<file path="src/mbsp_pkg.sv">
// Shared types and constants for the MIDI byte stream parser.
// Used by every module of the parser; depends on nothing.
package mbsp_pkg;

  localparam int unsigned ByteW  = 8;
  localparam int unsigned DataW  = 7;
  localparam int unsigned KindW  = 4;
  localparam int unsigned ChanW  = 4;
  localparam int unsigned ValueW = 14;
  localparam int unsigned ErrW   = 2;
  localparam int unsigned EventW = KindW + ChanW + DataW + ValueW + ErrW;
  localparam int unsigned OutTdataW = ((EventW + 7) / 8) * 8;

  localparam logic [ByteW-1:0] SysexStart = 8'hF0;
  localparam logic [ByteW-1:0] SysexEnd   = 8'hF7;
  localparam logic [3:0]       SysHigh    = 4'hF;

  typedef enum logic [1:0] {
    PH_READY  = 2'd0,
    PH_STATUS = 2'd1,
    PH_DATA1  = 2'd2
  } phase_t;

  localparam logic [3:0] MK_NOTE_OFF = 4'h8;
  localparam logic [3:0] MK_NOTE_ON  = 4'h9;
  localparam logic [3:0] MK_POLY_AT  = 4'hA;
  localparam logic [3:0] MK_CC       = 4'hB;
  localparam logic [3:0] MK_PROGRAM  = 4'hC;
  localparam logic [3:0] MK_PRESSURE = 4'hD;
  localparam logic [3:0] MK_PITCH    = 4'hE;
  localparam logic [3:0] MK_SYSEX    = 4'hF;

  typedef enum logic [3:0] {
    EV_NOTE_ON    = 4'd0,
    EV_NOTE_OFF   = 4'd1,
    EV_POLY_AT    = 4'd2,
    EV_CC         = 4'd3,
    EV_PROGRAM    = 4'd4,
    EV_PRESSURE   = 4'd5,
    EV_PITCH      = 4'd6,
    EV_SYSEX_DATA = 4'd7,
    EV_SYSEX_END  = 4'd8,
    EV_ERROR      = 4'd9
  } event_kind_t;

  typedef enum logic [1:0] {
    ERR_NONE       = 2'd0,
    ERR_WRONG_PH   = 2'd1,
    ERR_UNFINISHED = 2'd2
  } error_code_t;

  typedef struct packed {
    logic [ErrW-1:0]   error_code;
    logic [ValueW-1:0] value;
    logic [DataW-1:0]  key_or_number;
    logic [ChanW-1:0]  channel;
    logic [KindW-1:0]  event_kind;
  } event_t;

  typedef struct packed {
    logic   emit;
    event_t ev;
  } decode_out_t;

endpackage

</file>
<file path="src/mbsp_decode.sv">
// Parser state (phase, status kind, channel, first data byte) and the
// single-pass byte decode. Depends on mbsp_pkg.
module mbsp_decode (
  input  logic                      clk,
  input  logic                      rst,
  input  logic                      step,
  input  logic [mbsp_pkg::ByteW-1:0] rx_byte,
  output mbsp_pkg::decode_out_t     result
);

  mbsp_pkg::phase_t phase, phase_next;
  logic [3:0] kind, kind_next;
  logic [mbsp_pkg::ChanW-1:0] chan, chan_next;
  logic [mbsp_pkg::DataW-1:0] first_data, first_data_next;

  logic [mbsp_pkg::DataW-1:0] d;
  logic is_sys, is_status, two_byte;

  assign d         = rx_byte[mbsp_pkg::DataW-1:0];
  assign is_sys    = rx_byte[7:4] == mbsp_pkg::SysHigh;
  assign is_status = rx_byte[7] && !is_sys;
  assign two_byte  = kind == mbsp_pkg::MK_NOTE_OFF || kind == mbsp_pkg::MK_NOTE_ON ||
                     kind == mbsp_pkg::MK_POLY_AT  || kind == mbsp_pkg::MK_CC ||
                     kind == mbsp_pkg::MK_PITCH;

  always_ff @(posedge clk) begin
    if (rst) begin
      phase      <= mbsp_pkg::PH_READY;
      kind       <= mbsp_pkg::MK_NOTE_OFF;
      chan       <= '0;
      first_data <= '0;
    end else if (step) begin
      phase      <= phase_next;
      kind       <= kind_next;
      chan       <= chan_next;
      first_data <= first_data_next;
    end
  end

  always_comb begin
    phase_next      = phase;
    kind_next       = kind;
    chan_next       = chan;
    first_data_next = first_data;
    if (is_sys) begin
      if (rx_byte == mbsp_pkg::SysexStart) begin
        kind_next = mbsp_pkg::MK_SYSEX;
      end
    end else if (is_status) begin
      chan_next  = rx_byte[3:0];
      kind_next  = rx_byte[7:4];
      phase_next = mbsp_pkg::PH_STATUS;
    end else if (two_byte) begin
      unique case (phase)
        mbsp_pkg::PH_READY: begin
          phase_next = mbsp_pkg::PH_READY;
        end
        mbsp_pkg::PH_STATUS: begin
          first_data_next = d;
          phase_next      = mbsp_pkg::PH_DATA1;
        end
        default: begin
          phase_next = mbsp_pkg::PH_STATUS;
        end
      endcase
    end
  end

  always_comb begin
    result      = '0;
    result.ev.channel = chan;
    if (is_sys) begin
      if (rx_byte == mbsp_pkg::SysexEnd) begin
        result.emit          = 1'b1;
        result.ev.event_kind = mbsp_pkg::EV_SYSEX_END;
      end
    end else if (is_status) begin
      if (phase != mbsp_pkg::PH_READY && phase != mbsp_pkg::PH_STATUS) begin
        result.emit          = 1'b1;
        result.ev.event_kind = mbsp_pkg::EV_ERROR;
        result.ev.channel    = rx_byte[3:0];
        result.ev.error_code = mbsp_pkg::ERR_UNFINISHED;
      end
    end else begin
      result.emit          = 1'b1;
      result.ev.event_kind = mbsp_pkg::EV_ERROR;
      result.ev.error_code = mbsp_pkg::ERR_WRONG_PH;
      result.ev.value      = mbsp_pkg::ValueW'(d);
      unique case (kind) inside
        mbsp_pkg::MK_NOTE_OFF, mbsp_pkg::MK_NOTE_ON, mbsp_pkg::MK_POLY_AT,
        mbsp_pkg::MK_CC, mbsp_pkg::MK_PITCH: begin
          if (phase == mbsp_pkg::PH_STATUS) begin
            result.emit = 1'b0;
          end else if (phase != mbsp_pkg::PH_READY) begin
            result.ev.error_code    = mbsp_pkg::ERR_NONE;
            result.ev.key_or_number = first_data;
            if (kind == mbsp_pkg::MK_PITCH) begin
              result.ev.event_kind    = mbsp_pkg::EV_PITCH;
              result.ev.key_or_number = '0;
              result.ev.value         = {d, first_data};
            end else if (kind == mbsp_pkg::MK_NOTE_ON) begin
              result.ev.event_kind = (d != '0) ? mbsp_pkg::EV_NOTE_ON
                                               : mbsp_pkg::EV_NOTE_OFF;
            end else if (kind == mbsp_pkg::MK_NOTE_OFF) begin
              result.ev.event_kind = mbsp_pkg::EV_NOTE_OFF;
            end else if (kind == mbsp_pkg::MK_POLY_AT) begin
              result.ev.event_kind = mbsp_pkg::EV_POLY_AT;
            end else begin
              result.ev.event_kind = mbsp_pkg::EV_CC;
            end
          end
        end
        mbsp_pkg::MK_PROGRAM, mbsp_pkg::MK_PRESSURE: begin
          if (phase == mbsp_pkg::PH_STATUS) begin
            result.ev.error_code = mbsp_pkg::ERR_NONE;
            result.ev.event_kind = (kind == mbsp_pkg::MK_PROGRAM) ? mbsp_pkg::EV_PROGRAM
                                                                  : mbsp_pkg::EV_PRESSURE;
          end
        end
        mbsp_pkg::MK_SYSEX: begin
          result.ev.error_code = mbsp_pkg::ERR_NONE;
          result.ev.event_kind = mbsp_pkg::EV_SYSEX_DATA;
        end
        default: begin
          result.ev.error_code = mbsp_pkg::ERR_WRONG_PH;
        end
      endcase
    end
  end

  a_status_sets_phase: assert property (@(posedge clk) disable iff (rst)
    (step && is_status) |=> (phase == mbsp_pkg::PH_STATUS))
    else $error("status byte did not enter status phase");

  a_sysex_start: assert property (@(posedge clk) disable iff (rst)
    (step && rx_byte == mbsp_pkg::SysexStart) |=> (kind == mbsp_pkg::MK_SYSEX))
    else $error("sysex start did not set sysex kind");

  a_err_code_only_on_error: assert property (@(posedge clk) disable iff (rst)
    (result.emit && result.ev.event_kind != mbsp_pkg::EV_ERROR)
      |-> (result.ev.error_code == mbsp_pkg::ERR_NONE))
    else $error("error code on a non-error event");

  a_idle_holds_state: assert property (@(posedge clk) disable iff (rst)
    !step |=> ($stable(phase) && $stable(kind) && $stable(first_data)))
    else $error("parser state changed without a byte");

endmodule

</file>
<file path="src/mbsp_out_reg.sv">
// Result register for parser events with stream output handshake.
// Depends on mbsp_pkg.
module mbsp_out_reg (
  input  logic                          clk,
  input  logic                          rst,
  input  logic                          load,
  input  mbsp_pkg::event_t              ev,
  output logic                          free,
  output logic                          m_tvalid,
  input  logic                          m_tready,
  // event_kind[3:0], channel[7:4], key_or_number[14:8], value[28:15],
  // error_code[30:29], zero[31]
  output logic [mbsp_pkg::OutTdataW-1:0] m_tdata
);

  logic             valid;
  mbsp_pkg::event_t data;

  assign free     = !valid || m_tready;
  assign m_tvalid = valid;
  assign m_tdata  = mbsp_pkg::OutTdataW'(data);

  always_ff @(posedge clk) begin
    if (rst) begin
      valid <= 1'b0;
    end else if (load) begin
      valid <= 1'b1;
    end else if (m_tready) begin
      valid <= 1'b0;
    end
  end

  always_ff @(posedge clk) begin
    if (load) begin
      data <= ev;
    end
  end

endmodule

</file>
<file path="src/midi_byte_stream_parser_core.sv">
// MIDI byte stream parser: one byte per request in, at most one event out.
// A byte accepted passes the input register, then the result register, before its event is shown.
// Throughput: one byte per cycle while the result side takes events.
// Reset (rst, synchronous): no status, note-off kind, channel 0, both registers empty.
// Depends on mbsp_pkg, mbsp_decode and mbsp_out_reg.
module midi_byte_stream_parser_core (
  input  logic                           clk,
  input  logic                           rst,
  input  logic                           s_tvalid,
  output logic                           s_tready,
  // rx_byte[7:0]
  input  logic [mbsp_pkg::ByteW-1:0]     s_tdata,
  output logic                           m_tvalid,
  input  logic                           m_tready,
  // event_kind[3:0], channel[7:4], key_or_number[14:8], value[28:15],
  // error_code[30:29], zero[31]
  output logic [mbsp_pkg::OutTdataW-1:0] m_tdata
);

  logic                       in_valid;
  logic [mbsp_pkg::ByteW-1:0] in_byte;
  logic                       out_free;
  logic                       advance;
  mbsp_pkg::decode_out_t      dec;

  assign advance  = in_valid && out_free;
  assign s_tready = !in_valid || out_free;

  always_ff @(posedge clk) begin
    if (rst) begin
      in_valid <= 1'b0;
    end else if (s_tready) begin
      in_valid <= s_tvalid;
    end
  end

  always_ff @(posedge clk) begin
    if (s_tvalid && s_tready) begin
      in_byte <= s_tdata;
    end
  end

  mbsp_decode u_decode (
    .clk     (clk),
    .rst     (rst),
    .step    (advance),
    .rx_byte (in_byte),
    .result  (dec)
  );

  mbsp_out_reg u_out (
    .clk      (clk),
    .rst      (rst),
    .load     (advance && dec.emit),
    .ev       (dec.ev),
    .free     (out_free),
    .m_tvalid (m_tvalid),
    .m_tready (m_tready),
    .m_tdata  (m_tdata)
  );

endmodule
</file>
<file path="config.mk">
export PLATFORM = sky130hd
export DESIGN_NAME = midi_byte_stream_parser_core
export DESIGN_NICKNAME = d
export VERILOG_FILES = /design/src/mbsp_pkg.sv /design/src/mbsp_decode.sv /design/src/mbsp_out_reg.sv /design/src/midi_byte_stream_parser_core.sv
export SDC_FILE = /design/constraint.sdc
export NUM_CORES = 1
export LEC_CHECK = 0
export BUFFER_PORTS_ARGS = -buffer_cell sky130_fd_sc_hd__buf_4
export CAP_MARGIN = 20
export CORE_ASPECT_RATIO = 1.75
export CORE_UTILIZATION = 40
export CTS_CLUSTER_DIAMETER = 120
export DETAILED_ROUTE_END_ITERATION = 7
export PLACE_DENSITY_LB_ADDON = 0.3
export SLEW_MARGIN = 5
export SYNTH_ARGS = -nofsm -noshare
export SYNTH_HDL_FRONTEND = slang
export SYNTH_SLANG_ARGS = --single-unit
</file>
<file path="constraint.sdc">
create_clock -name clk -period 3.82 [get_ports clk]
set_input_delay 0.382 -clock clk [delete_from_list [all_inputs] [get_ports clk]]
set_output_delay 0.382 -clock clk [all_outputs]
set_load 0.05 [all_outputs]
</file>
==> impl_metrics.tcl <==
set metrics [dict create \
    clk_latency_ns 0.34 \
    fillers 546 \
    n_antenna_cell 0 \
    min_to "in_byte[0]" \
    drtPass1Iterations 4 \
    hold_ws_ns 0.221 \
    yosysSeqAreaShare_pct 61.8 \
    rr_worst_depth 5 \
    vias 1533 \
    reg2reg_slack_ns 1.46 \
    synth-main-ff-cell "edfxtp_1" \
    start_util_pct 42.0 \
    grt_pass1_wl_um 7200 \
    max_freq_mhz 423 \
    htreeDepth 3 \
    grt_pass1_vias 1507 \
    layout.nets 245 \
    area_growth_pct 23.2 \
    tightest_slew_ns 0.832 \
    drt_iter0_markers 23 \
    gp_congestion 0.791 \
    post-route-drc-count 0 \
    crit_path_end_kind "flop" \
    ys_warn_count 0 \
    startpoint_type "flop" \
    hold_viol 0 \
    synth-adder-area-share_pct 0 \
    num_io_pins 46 \
    synth_area_leaders "edfxtp_1 (47%), dfxtp_1 (15%), mux2i_1 (8.4%), nor2_1 (3.9%), and2_1 (3.7%)" \
    place_ws_ns 1.43 \
    clkTransAtPathRegs_ns 0.06 \
    timing.final.ws_setup_ns 1.46 \
    slew_headroom_pct 44.5 \
    routed_wl_um 4360 \
    critPathMaxFanout 31 \
    cts_sinks 58 \
    yosysTopAreaCell "edfxtp_1" \
    powerDensity_nw_per_um2 435 \
    worstHoldPathCells 1 \
    dp_hpwl_um 3070 \
    fin_crit_sh_pct 61.9 \
    grt_max_degree 32 \
    cts_resized 0 \
    wl_per_cell_um 13.8 \
    dieHeight_um 107 \
    io_buffers 44 \
    cts_tree "yes" \
    fin_skew_ns 0.00990 \
    cts_hold_buf 0 \
    muxShareOfSynthArea_pct 10.2 \
    rsz0062_at_grt "false" \
    chipWidth_um 61.9 \
    synth_simple_gate_area_share_pct 16.6 \
    synthXorXnorAreaFrac_pct 0 \
    cp.required_ns 3.82 \
    synth_top_cell_area_share_pct 46.6 \
    ant_nets 0 \
    run_status "completed" \
    synth_compound_area_share_pct 8.57 \
    synth_top_family_by_area "simple AND/OR/NAND/NOR gates" \
    post_route_cells_drive_above_1_share_pct 33.6 \
    reg2reg_to "u_out.m_tdata[1]" \
    synth_edf_count 39 \
    grt_use_total_pct 15.7 \
    setup-violations-final 0 \
    root_buffer "clkbuf_8" \
    numCtsBuffers 9 \
    multi_input_area_um2 895 \
    hold_path.class "input pin to flop" \
    slew_violations 0 \
    vdd_drop_max_v 0.000277 \
    cellLeakagePower_nw 1.30 \
    worstSetupPathType "flop to flop" \
    num_rows 37 \
    post_cts_buffers 0 \
    grt_overflow 0 \
    dieArea_um2 6610 \
    cap_violations 0 \
    synth-async-reset-ratio_pct 0 \
    arrival_ns 2.36 \
    period_needed_ns 2.36 \
    core_um2 5970 \
    postSynthCellCount 185 \
    regArea_um2 1550 \
    ys_ff_latch 58 \
    min_from "s_tdata[0]" \
    syn_area_um2 2510 \
    setup_tns_ns 0 \
    r2r-start "in_byte[7]" \
    syn_avg_cell_area_um2 13.6 \
    vias_per_cell 4.85 \
    antenna_found_initial 0 \
    cts_buffer_depth 2 \
    synthDistinctLibCells 46 \
    synth_nets 197 \
]
==> Yosys cell counts, drive strengths merged (4+ instances only) <==
cell type / count
and2: 15
nand2: 5
nand2b: 4
nor2b: 4
mux2i: 21
buf: 6
edfxtp: 39
nor2: 28
inv: 5
dfxtp: 19
mux2: 4
==> cell usage in the layout, fill, tap and decap left out, types with 2 or more instances in the layout <==
master / Yosys / routed
nand4_4: 2 / 2
buf_4: 3 / 45
nand2b_1: 3 / 3
clkinv_2: 0 / 3
o21ai_1: 2 / 2
mux2_1: 4 / 4
clkbuf_8: 0 / 9
o2111ai_4: 2 / 2
a21o_1: 2 / 2
nor3_1: 3 / 3
inv_1: 3 / 3
inv_2: 2 / 2
clkinv_4: 0 / 2
nand2_1: 4 / 4
nor2b_1: 3 / 3
nor2_1: 26 / 26
edfxtp_1: 39 / 39
dfxtp_1: 19 / 19
mux2i_1: 21 / 21
and2_1: 15 / 15
a21oi_1: 3 / 2
==> report_power, final <==
group | internal (mW) | switching, mW
Sequential | 0.688 | 0.0245
Clock | 0.299 | 0.238
Combinational | 0.0364 | 0.0614
Total | 1.02 | 0.324
==> state kept, by name (all words and copies together), names as in the netlist <==
| register | flops |
|---|---|
| in_byte | 8 |
| u_decode.phase | 2 |
| u_decode.first_data | 7 |
| u_out.m_tdata | 31 |
| in_valid | 1 |
| u_out.m_tvalid | 1 |
| u_decode.chan | 4 |
| u_decode.kind | 4 |
==> metal layers <==
metal / track usage (%) / routed length [µm] / up-vias
met5: 0 / 0 / -
met1: 16.6 / 1740 / 712
met2: 25.8 / 2300 / 40
met4: 9.84 / 147 / 0
met3: 5.07 / 178 / 13
li1: - / - / 768
==> layout make-up <==
class	instances	area share, %
inverter	5	0.607
clock inverter	7	2.26
sequential	58	50.1
timing repair buffer	45	10.9
multi-input combinational	114	28.9
clock buffer	9	4.00
tap	78	3.15
==> critical path, cell delays in order, from the launching register on <==
cell	delay [ns]
edfxtp_1	0.89
nand2_2	0.10
a31oi_2	0.42
nor2_2	0.12
a21oi_2	0.13
buf_4	0.35
==> cell families (layout without fill, tap and decap cells) <==
family | count (synthesis) | in the layout
compound gates | 21 | 21
buf+inv | 13 | 66
flops | 58 | 58
mux | 25 | 25
other cells | 1 | 1
simple gates | 67 | 67
==> worst max path at each step <==
stage	startpoint	end	depth (start not counted)
4_1_cts	in_byte[7]	u_out.m_tdata[19]	5
3_5_place_dp	in_byte[7]	u_out.m_tdata[23]	5
5_1_grt	in_byte[7]	u_out.m_tdata[29]	5
3_3_place_gp	in_byte[7]	u_out.m_tdata[3]	5
6_report	in_byte[7]	u_out.m_tdata[1]	5
2_1_floorplan	in_byte[6]	u_out.m_tdata[0]	3
==> per-stage QoR <==
stage               instances  area (µm²)  power [mW]  utilization (%)
floorplan                 185        2510       0.793                -
global placement          300        2900       0.824             48.6
detailed placement        300        2900       0.825             48.6
CTS                       316        3090        1.36             51.8
global route              316        3090        1.40             51.8
finish                    316        3090        1.35             51.8
Note: power is estimated with default switching activity, not from simulation.
